**src/rtl/core/clns_pkg.sv**
```systemverilog
`timescale 1ns / 1ps

package clns_pkg;

  localparam int unsigned PcW = 6;

  // Entry points of the microprogram, one per operation.
  localparam logic [PcW-1:0] EntryChar   = 6'd0;
  localparam logic [PcW-1:0] EntryCursor = 6'd2;
  localparam logic [PcW-1:0] EntryBcd    = 6'd4;
  localparam logic [PcW-1:0] EntryInit   = 6'd8;

  // Operation codes carried on the input selector.
  localparam logic [1:0] ModeChar   = 2'd0;
  localparam logic [1:0] ModeCursor = 2'd1;
  localparam logic [1:0] ModeBcd    = 2'd2;
  localparam logic [1:0] ModeInit   = 2'd3;

  typedef enum logic [1:0] {
    NibConst  = 2'd0,
    NibByteHi = 2'd1,
    NibByteLo = 2'd2
  } nib_sel_e;

  typedef struct packed {
    logic        strobe;
    logic        rs;
    logic        rw;
    nib_sel_e    sel;
    logic [3:0]  nib;
    logic [15:0] settle;
    logic        last;
  } ucode_t;

  function automatic ucode_t mk(input logic strobe, input logic rs, input logic rw,
                                input nib_sel_e sel, input logic [3:0] nib,
                                input logic [15:0] settle, input logic last);
    ucode_t w;
    w.strobe = strobe;
    w.rs     = rs;
    w.rw     = rw;
    w.sel    = sel;
    w.nib    = nib;
    w.settle = settle;
    w.last   = last;
    return w;
  endfunction

  // Microprogram. A command byte goes out high nibble first; the high half
  // always settles 10 us, the low half carries the wait of that command.
  function automatic ucode_t ucode_rom(input logic [PcW-1:0] pc);
    ucode_t w;
    case (pc)
      6'd0:  w = mk(1'b1, 1'b1, 1'b0, NibByteHi, 4'h0, 16'd10,    1'b0);
      6'd1:  w = mk(1'b1, 1'b1, 1'b0, NibByteLo, 4'h0, 16'd0,     1'b1);
      6'd2:  w = mk(1'b1, 1'b0, 1'b0, NibByteHi, 4'h0, 16'd10,    1'b0);
      6'd3:  w = mk(1'b1, 1'b0, 1'b0, NibByteLo, 4'h0, 16'd0,     1'b1);
      6'd4:  w = mk(1'b1, 1'b1, 1'b0, NibConst,  4'h3, 16'd10,    1'b0);
      6'd5:  w = mk(1'b1, 1'b1, 1'b0, NibByteHi, 4'h0, 16'd0,     1'b0);
      6'd6:  w = mk(1'b1, 1'b1, 1'b0, NibConst,  4'h3, 16'd10,    1'b0);
      6'd7:  w = mk(1'b1, 1'b1, 1'b0, NibByteLo, 4'h0, 16'd0,     1'b1);
      6'd8:  w = mk(1'b0, 1'b1, 1'b1, NibConst,  4'h0, 16'd50000, 1'b0);
      6'd9:  w = mk(1'b0, 1'b0, 1'b0, NibConst,  4'h0, 16'd50000, 1'b0);
      6'd10: w = mk(1'b1, 1'b0, 1'b0, NibConst,  4'h3, 16'd10000, 1'b0);
      6'd11: w = mk(1'b1, 1'b0, 1'b0, NibConst,  4'h3, 16'd150,   1'b0);
      6'd12: w = mk(1'b1, 1'b0, 1'b0, NibConst,  4'h3, 16'd50,    1'b0);
      6'd13: w = mk(1'b1, 1'b0, 1'b0, NibConst,  4'h2, 16'd50,    1'b0);
      6'd14: w = mk(1'b1, 1'b0, 1'b0, NibConst,  4'h2, 16'd10,    1'b0);
      6'd15: w = mk(1'b1, 1'b0, 1'b0, NibConst,  4'hD, 16'd50,    1'b0);
      6'd16: w = mk(1'b1, 1'b0, 1'b0, NibConst,  4'h1, 16'd10,    1'b0);
      6'd17: w = mk(1'b1, 1'b0, 1'b0, NibConst,  4'h7, 16'd50,    1'b0);
      6'd18: w = mk(1'b1, 1'b0, 1'b0, NibConst,  4'h7, 16'd10,    1'b0);
      6'd19: w = mk(1'b1, 1'b0, 1'b0, NibConst,  4'h0, 16'd50,    1'b0);
      6'd20: w = mk(1'b1, 1'b0, 1'b0, NibConst,  4'h5, 16'd10,    1'b0);
      6'd21: w = mk(1'b1, 1'b0, 1'b0, NibConst,  4'hD, 16'd50,    1'b0);
      6'd22: w = mk(1'b1, 1'b0, 1'b0, NibConst,  4'h6, 16'd10,    1'b0);
      6'd23: w = mk(1'b1, 1'b0, 1'b0, NibConst,  4'hE, 16'd50,    1'b0);
      6'd24: w = mk(1'b1, 1'b0, 1'b0, NibConst,  4'h0, 16'd10,    1'b0);
      6'd25: w = mk(1'b1, 1'b0, 1'b0, NibConst,  4'hC, 16'd50000, 1'b0);
      6'd26: w = mk(1'b1, 1'b0, 1'b0, NibConst,  4'h0, 16'd10,    1'b0);
      6'd27: w = mk(1'b1, 1'b0, 1'b0, NibConst,  4'h1, 16'd5000,  1'b0);
      6'd28: w = mk(1'b1, 1'b0, 1'b0, NibConst,  4'h0, 16'd10,    1'b0);
      6'd29: w = mk(1'b1, 1'b0, 1'b0, NibConst,  4'h6, 16'd50000, 1'b0);
      6'd30: w = mk(1'b1, 1'b0, 1'b0, NibConst,  4'h2, 16'd10,    1'b0);
      6'd31: w = mk(1'b1, 1'b0, 1'b0, NibConst,  4'h9, 16'd50,    1'b0);
      6'd32: w = mk(1'b1, 1'b0, 1'b0, NibConst,  4'h0, 16'd10,    1'b0);
      6'd33: w = mk(1'b1, 1'b0, 1'b0, NibConst,  4'h1, 16'd2000,  1'b1);
      default: w = mk(1'b0, 1'b0, 1'b0, NibConst, 4'h0, 16'd0, 1'b1);
    endcase
    return w;
  endfunction

endpackage

```
**src/rtl/core/clns_decode.sv**
```systemverilog
`timescale 1ns / 1ps

module clns_decode (
  input  logic [1:0]          mode_i,
  input  logic [7:0]          value_i,
  input  logic [2:0]          row_i,
  input  logic [4:0]          column_i,
  output logic [7:0]          byte_o,
  output logic [clns_pkg::PcW-1:0] entry_o
);
  import clns_pkg::*;

  logic [7:0] mapped;
  logic [2:0] row_m1;
  logic [4:0] col_m1;

  // Latin-1 umlauts to the display's character codes.
  always_comb begin
    case (value_i)
      8'hE4:   mapped = 8'h84;
      8'hC4:   mapped = 8'h8E;
      8'hF6:   mapped = 8'h94;
      8'hD6:   mapped = 8'h99;
      8'hFC:   mapped = 8'h81;
      8'hDC:   mapped = 8'h9A;
      default: mapped = value_i;
    endcase
  end

  assign row_m1 = row_i - 3'd1;
  assign col_m1 = column_i - 5'd1;

  // The BCD program supplies the ASCII high nibble itself, so it takes the
  // raw packed byte.
  always_comb begin
    case (mode_i)
      ModeChar: begin
        byte_o  = mapped;
        entry_o = EntryChar;
      end
      ModeCursor: begin
        byte_o  = {1'b1, row_m1, col_m1[3:0]};
        entry_o = EntryCursor;
      end
      ModeBcd: begin
        byte_o  = value_i;
        entry_o = EntryBcd;
      end
      default: begin
        byte_o  = value_i;
        entry_o = EntryInit;
      end
    endcase
  end

endmodule

```
**src/rtl/core/char_lcd_nibble_sequencer.sv**
```systemverilog
`timescale 1ns / 1ps

// Character display nibble sequencer for a 4-bit parallel LCD bus.
//
// The input channel takes one operation per beat: a data character (with
// umlaut mapping), a cursor move, a packed BCD byte shown as two digits,
// or the power-up command sequence. Each operation expands into a run of
// transfer steps on the output channel, one step per beat, tlast marking
// the final step of the run.
//
// Sequencing: an accepted operation starts a run, and each step is read from
// the program table and presented from the output register; the steps follow
// one per cycle while the receiver keeps up: 2 steps for a character or
// cursor move, 4 for a BCD byte and 26 for the init sequence, set by the
// microprogram counter that reads one control word per cycle from the
// program table. The input is ready again only once the last step sits in
// the output register, so no new operation is taken while a run is going.
//
// Reset clears the sequencer and the output valid. When the receiver stalls,
// the output register holds its step and the program counter waits, so no
// step is lost or repeated; the input stays blocked until the run ends.
module char_lcd_nibble_sequencer (
  input  logic        clk_i,
  input  logic        rst_ni,
  input  logic        s_axis_tvalid_i,
  output logic        s_axis_tready_o,
  input  logic [15:0] s_axis_tdata_i,   // value[7:0], row[10:8], column[15:11]
  input  logic [1:0]  s_axis_tuser_i,   // mode[1:0]
  output logic        m_axis_tvalid_o,
  input  logic        m_axis_tready_i,
  output logic [23:0] m_axis_tdata_o,   // reg_select[0], read_write[1], nibble[5:2],
                                        // settle_us[21:6], zero[23:22]
  output logic        m_axis_tuser_o,   // strobe_res[0]
  output logic        m_axis_tlast_o    // last
);
  import clns_pkg::*;

  localparam logic ST_IDLE = 1'b0;
  localparam logic ST_RUN  = 1'b1;

  logic           state_q, state_d;
  logic [PcW-1:0] pc_q, pc_d;
  logic [7:0]     byte_q, byte_d;
  logic           m_valid_q, m_valid_d;
  logic           strobe_q, rs_q, rw_q, last_q;
  logic [3:0]     nib_q;
  logic [15:0]    settle_q;

  logic [7:0]     dec_byte;
  logic [PcW-1:0] dec_entry;
  logic           accept;
  logic           issue;
  ucode_t         uw;
  logic [3:0]     nib_sel;

  clns_decode u_decode (
    .mode_i   (s_axis_tuser_i),
    .value_i  (s_axis_tdata_i[7:0]),
    .row_i    (s_axis_tdata_i[10:8]),
    .column_i (s_axis_tdata_i[15:11]),
    .byte_o   (dec_byte),
    .entry_o  (dec_entry)
  );

  assign s_axis_tready_o = (state_q == ST_IDLE);
  assign accept          = s_axis_tvalid_i && s_axis_tready_o;

  // During a run, a step leaves the program whenever the output register is free or being read.
  assign issue = (state_q == ST_RUN) && (!m_valid_q || m_axis_tready_i);
  assign uw    = ucode_rom(pc_q);

  always_comb begin
    case (uw.sel)
      NibByteHi: nib_sel = byte_q[7:4];
      NibByteLo: nib_sel = byte_q[3:0];
      default:   nib_sel = uw.nib;
    endcase
  end

  always_comb begin
    state_d   = state_q;
    pc_d      = pc_q;
    byte_d    = byte_q;
    m_valid_d = m_valid_q;
    if (m_valid_q && m_axis_tready_i) begin
      m_valid_d = 1'b0;
    end
    if (accept) begin
      state_d = ST_RUN;
      pc_d    = dec_entry;
      byte_d  = dec_byte;
    end else if (issue) begin
      m_valid_d = 1'b1;
      pc_d      = pc_q + PcW'(1);
      if (uw.last) begin
        state_d = ST_IDLE;
      end
    end
  end

  always_ff @(posedge clk_i or negedge rst_ni) begin
    if (!rst_ni) begin
      state_q   <= ST_IDLE;
      pc_q      <= '0;
      m_valid_q <= 1'b0;
    end else begin
      state_q   <= state_d;
      pc_q      <= pc_d;
      m_valid_q <= m_valid_d;
    end
  end

  always_ff @(posedge clk_i) begin
    byte_q <= byte_d;
    if (issue) begin
      strobe_q <= uw.strobe;
      rs_q     <= uw.rs;
      rw_q     <= uw.rw;
      nib_q    <= nib_sel;
      settle_q <= uw.settle;
      last_q   <= uw.last;
    end
  end

  assign m_axis_tvalid_o = m_valid_q;
  assign m_axis_tdata_o  = {2'b00, settle_q, nib_q, rw_q, rs_q};
  assign m_axis_tuser_o  = strobe_q;
  assign m_axis_tlast_o  = last_q;

  // An accepted operation starts its run at the entry point of its mode.
  a_entry: assert property (@(posedge clk_i) disable iff (!rst_ni)
    accept |=> (pc_q == $past(dec_entry)) && (state_q == ST_RUN))
    else $error("run did not start at the operation entry point");

  // Issuing the final control word of a run returns the sequencer to idle.
  a_end: assert property (@(posedge clk_i) disable iff (!rst_ni)
    (issue && uw.last) |=> (state_q == ST_IDLE) && m_valid_q && m_axis_tlast_o)
    else $error("run did not end on its last step");

  // A new step only appears while a run is in progress.
  a_src: assert property (@(posedge clk_i) disable iff (!rst_ni)
    $rose(m_valid_q) |-> $past(state_q == ST_RUN))
    else $error("output step raised outside a run");

endmodule

```
**config.mk**
```make
export PLATFORM = sky130hd
export DESIGN_NAME = char_lcd_nibble_sequencer
export DESIGN_NICKNAME = d
export VERILOG_FILES = /design/src/rtl/core/clns_pkg.sv /design/src/rtl/core/clns_decode.sv /design/src/rtl/core/char_lcd_nibble_sequencer.sv
export SDC_FILE = /design/constraint.sdc
export NUM_CORES = 1
export LEC_CHECK = 0
export ABC_CLOCK_PERIOD_IN_PS = 4100
export BUFFER_PORTS_ARGS = -buffer_cell sky130_fd_sc_hd__buf_2
export CORE_AREA = 2 2 63 80
export DETAILED_ROUTE_END_ITERATION = 7
export DIE_AREA = 0 0 65 82
export PLACE_DENSITY = 0.89
export SETUP_SLACK_MARGIN = 0.2
export SLEW_MARGIN = 5
export SYNTH_ARGS = -nofsm -noshare
export SYNTH_HDL_FRONTEND = slang
export SYNTH_SLANG_ARGS = --single-unit
```
**constraint.sdc**
```tcl
create_clock -name clk_i -period 4.1 [get_ports clk_i]
set_input_delay 0.615 -clock clk_i [delete_from_list [all_inputs] [get_ports clk_i]]
set_output_delay 0.615 -clock clk_i [all_outputs]
set_load 0.02 [all_outputs]
```
# Yosys cells after proc, flatten, opt, wreduce, memory -nomap -nowiden
# Memory sizes are Yosys's and may differ from the RTL's.
# Cells that the tools add are included.
# totals
output_inout_bits	28
register_bits	40
word_cells	46
memories	1
romBits	1536
# op_classes
bitwise_logic	1
reduce_logical	9
n_addsub	3
n_eq_ne	10
n_mux	12
# memory_table
name	depth	width	read_ports	rd_ports_with_merged_regs	write_ports	line_no	source
(name not given)	64	24	1	0	0	clns_pkg.sv:53	case (pc)
# ops
operator	count
equality test 8 bit, second input constant	6
one-hot mux 8 bit (6 select lines)	1
one-hot mux 8 bit (2 select lines)	1
2-to-1 mux 6 bit	2
one-hot mux 4 bit (3 select lines)	1
one-hot mux 4 bit (2 select lines)	1
adder 6 x 1 -> 6 bit, second input constant	1
2-to-1 mux 1 bit	6
equality test 2 x 1 -> 1 bit, second input constant	2
equality test 2 bit, second input constant	2
nonzero test 2 bit	2
subtractor 4 x 1 -> 4 bit, second input constant	1
logical AND 1 bit	3
subtractor 3 x 1 -> 3 bit, second input constant	1
zero test 2 bit	1
AND reduction 2 bit	1
zero test 1 bit	1
logical OR 1 bit	1
inverter 1 bit	1

# Depth between registers and ports, before layout
# logic_depth
depth_word	5
mapped_depth	9
mapped_depth_nobuf	9

# By module
# Synthesis repeated with hierarchy kept, for this count alone.
# unflattened
hier_cells	257
area_unflattened_um2	2494.9
# modules_own_cells
module	seq_area_each_um2	n_inst	cells_each	area_each_um2
char_lcd_nibble_sequencer	1041.0	1	192	2047.0
clns_decode	0.0	1	65	447.9

# Worst setup path before layout
# Ideal clock, no wire load.
# synth_path
path_kind	flip-flop to flip-flop
start	register pc_q[1]
end	register nib_q[0] (data pin)
arrival_time_ps	1712
path_buffers	0
path_slack_ps	2122
required_ps	3834
path_stages_with_launch	9
cell_sequence	dfrtp_1 > inv_1 > ha_1 > nand2_1 > o21ai_0 > and2_1 > ha_1 > a221oi_1 > a31oi_1
# synth_between
elab_chain_len	3
elab_cells_between_ends	4
cone_classes	2 x eq/ne; 1 x mux; 1 x memory
# synth_lines
item	line_no	source
start, declared	char_lcd_nibble_sequencer.sv:42	logic [PcW-1:0] pc_q, pc_d;
start signal, assigned	char_lcd_nibble_sequencer.sv:108	pc_q <= pc_d;
memory read (64 x 24 bit) (*)	-	
equality test 2 bit / equality test 2 x 1 -> 1 bit (equally long branches)	char_lcd_nibble_sequencer.sv:73	case (uw.sel)
one-hot mux 4 bit (2 select lines) (*)	char_lcd_nibble_sequencer.sv:73	
net nib_sel[0]	char_lcd_nibble_sequencer.sv:54	logic [3:0] nib_sel;
end signal, assigned	char_lcd_nibble_sequencer.sv:119	nib_q <= nib_sel;
end, declared	char_lcd_nibble_sequencer.sv:46	logic [3:0] nib_q;
# Mark *: on every way through the listed nets, which the timed path passes. The rest lies on a longest branch.
# A chain may end at the register's enable or synchronous reset.

# Worst setup path in the final report
# layout_path
start	register pc_q[1]
end	register nib_q[1] (data pin)
# Same word-level chain as after synthesis.

==> results.tsv <==
stage	metric	value	unit
setup_path	Arr. time, crit path	2530	ps
timing	min Tclk post-route	2430	ps
placed_design	# port buffers	44	
pwr	VDD IR-drop max	0.000219	V
floorplan	IO Pins	50	
routing	Routed met3 length	187	microns
setup_path	Setup crit end kind	register	
routing	DR vias	1914	
synth	Post-synth ARST share	22.2	%
floorplan	Die Y	82	microns
clock_tree	Clock Path Buffers	2	
routing	met1 WL	1.82	mm
floorplan	Die Wd	65	microns
synth	Seq cells post-synth	36	
clock_tree	clk sinks	36	
global_routing	GRT Util Overall	18.6	%
timing	Fin. Hold Viols	0	
synth	xor and xnor area share after synthesis	2.17	%
timing	Tcrit/Tclk final	59.3	%
synth	Mapped Cells	238	
synth	Synth Flop Type	edfxtp_1	
clock_tree	CTS H-tree lvls	2	
timing	Max Clock Skew	3.67	ps
timing	Max Clock Freq	411	MHz
synth	Seq/Total Area, Yosys	42.9	%
layout	Final Net Count	305	
placed_design	Post-DP HPWL	3.34	mm
floorplan	die area	0.00533	sq mm
synth	Synth area leader	edfxtp_1	
setup_path	R2R cell count	8	
setup_path	worst r2r dst	nib_q[1]	
clock_tree	post-CTS sizing	0	
pwr	PwrDens	718	mW/mm^2
global_routing	initial antenna violation count	0	
synth	warnings from Yosys	0	
setup_path	RR Startpoint	pc_q[1]	
clock_tree	clock latency on the worst-skew pair	290	ps
synth	largest cells by area after synthesis	edfxtp_1, dfrtp_1, ha_1, buf_4, inv_1	
layout	ratio of cells with drive above 1 in the final layout	21.8	%
setup_path	worst reg2reg setup slack	1670	ps
clock_tree	Reg clk slew, reported paths	60	ps
timing	TNS Setup	0	ps
timing	worst slew pin tran	1040	ps
pwr	leak pwr	1.16	nW
run	max cap viols	0	
clock_tree	Inserted Clock Buffers	5	
synth	post-synthesis adder-cell area fraction	6.71	%
global_routing	largest net degree at the start of global routing	27	
global_routing	global route total overflow	0	
routing	WL met2	2.43	mm
routing	drt total wl	4.56	mm
floorplan	Starting Density	52.8	%
timing	endpoints failing setup	0	
clock_tree	CTS tree	done	
layout	# diodes	0	
floorplan	placement row count	28	
layout	fillcell total	385	
global_routing	vias in the first global route	1801	
clock_tree	Post-CTS Setup Repair Bufs	0	
timing	Slew Limit Fails	0	
placed_design	global placement routability congestion	0.902	
layout	area delta synth->final	9.60	%
synth	Synth Area in Compound Gates	17.7	%
routing	# DRC	0	
routing	vias per cell	5.78	
routing	DR top layer	met4	
layout	final core utilization	57.9	%
clock_tree	Post-CTS Hold Fix Bufs	0	
min_path	hold crit path type	input port to asynchronous set/reset pin	
setup_path	Startpoint Class	register	
setup_path	critical path class	register to register	
floorplan	area of the core	0.00459	sq mm
timing	RSZ-0062 raised after global routing	false	
synth	fraction of the mapped netlist area in simple logic gates	17.2	%
clock_tree	clk root buf	clkbuf_8	
routing	Antenna Nets Post-Route	0	
synth	largest family of logic cells by synthesized area	compound AO/OA/AOI/OAI gates	
synth	Post-Synthesis Cell Area	0.00242	sq mm
synth	Avg Inst Size Synth	10.2	sq um
synth	Yosys cell types	61	
routing	DR pass1 iterations	4	
setup_path	Crit Path Max Fanout	11	
setup_path	CP required	4200	ps
routing	drt initial violations	161	
synth	post-synth top area share	34.7	%
synth	number of synthesized flops with an enable pin	28	
synth	post-synthesis mux area share	4.02	%
routing	Wirelength per Cell	13.8	microns
outcome	outcome	complete, no violations	
global_routing	first-pass GRT wire length	7.71	mm
timing	Slew HR	30.6	%
## area by class of cell
class / instances / area [sq um] / share of cell area (%)
Clock inverter: 1 / 3.75 / 0.141
Multi-Input combinational cell: 165 / 1170 / 44.2
Clock buffer: 7 / 76.3 / 2.87
Timing Repair Buffer: 44 / 220 / 8.29
Tap cell: 60 / 75.1 / 2.82
Inverter: 18 / 67.6 / 2.54
Sequential cell: 36 / 1040 / 39.2
## cells by family (layout without fill, tap and decap cells)
group                    after synthesis  count (layout)
AO/OA/AOI/OAI                         61              61
XOR/XNOR                               6               6
adder cells (fa/ha/maj)               13              13
buffers and inverters                 40              70
flip-flops                            36              36
multiplexers                           9               9
other                                  1               4
AND/OR/NAND/NOR                       72              72
## report_power, final
group	switching (mW)	leakage [nW]	internal, mW
logic	0.562	0.748	0.384
clock network	0.113	0.0399	0.118
registers	0.155	0.367	0.577
## worst max-delay path, cell delays in order, from the launching register on
cell and delay (ps):
dfrtp_1 570, inv_1 120, ha_1 300, nand2_1 140, o21ai_0 100, and2_1 210
ha_1 400, nand2b_1 100, o32ai_1 300
## cells in the final DEF, fill, tap and decap left out, types with 3 or more instances in the layout
cell and instances:
clkbuf_8 5, o311ai_1 4, buf_2 44, nand2_1 14, nand3_1 5, nand4_1 4, conb_1 4, xor2_1 3
nor3_1 4, nor2_1 15, nand2b_1 9, xnor2_1 3, o21ai_0 8, ha_1 13, a21oi_1 11, a21o_1 3
mux2i_1 6, dfrtp_1 8, inv_1 17, a311oi_1 3, a31oi_1 3, edfxtp_1 28, o211ai_1 4
## state kept, by name, summed over array words and instances, names as in the netlist
| name | count |
|---|---|
| byte_q | 8 |
| pc_q | 6 |
| m_axis_tuser_o | 1 |
| m_axis_tlast_o | 1 |
| settle_q | 12 |
| rw_q | 1 |
| nib_q | 4 |
| rs_q | 1 |
| m_axis_tvalid_o | 1 |
| state_q | 1 |
## per-layer routing
metal  vias up  GRT usage, %
li1        930             -
met1       909          19.8
met2        64          35.3
met3        11          2.74
met4         0          9.79
met5         -             0
## Yosys cell counts, types with 4 or more instances
master    count
nor3_1        4
mux2i_1       6
buf_4        13
buf_2         6
dfrtp_1       8
nor2_1       15
nand3_1       5
nand4_1       4
nand2_1      14
inv_1        17
o211ai_1      4
o21ai_0       8
edfxtp_1     28
o311ai_1      4
nand2b_1      9
a21oi_1      11
ha_1         13
## through the flow
stage | hold WS (ps) | worst slack (ps) | power, mW | std cells | instance area [sq um]
floorplan | 319 | 2120 | 1.49 | 241 | 2440
global placement | 461 | 1850 | 1.64 | 323 | 2580
detailed placement | 464 | 1790 | 1.67 | 323 | 2580
CTS | 154 | 1720 | 1.91 | 331 | 2660
global route | 162 | 1450 | 2.06 | 331 | 2660
finish | 155 | 1670 | 1.91 | 331 | 2660
## worst max path at each step
stage               depth (start not counted)  slack [ps]    start  endpoint
floorplan                                   8        2120  pc_q[1]  nib_q[0]
global placement                            7        1850  pc_q[0]  nib_q[0]
detailed placement                          8        1790  pc_q[1]  nib_q[2]
CTS                                         8        1720  pc_q[1]  nib_q[2]
global route                                8        1450  pc_q[1]  nib_q[2]
finish                                      8        1670  pc_q[1]  nib_q[1]
No activity file was read; power rests on OpenSTA's default activity.
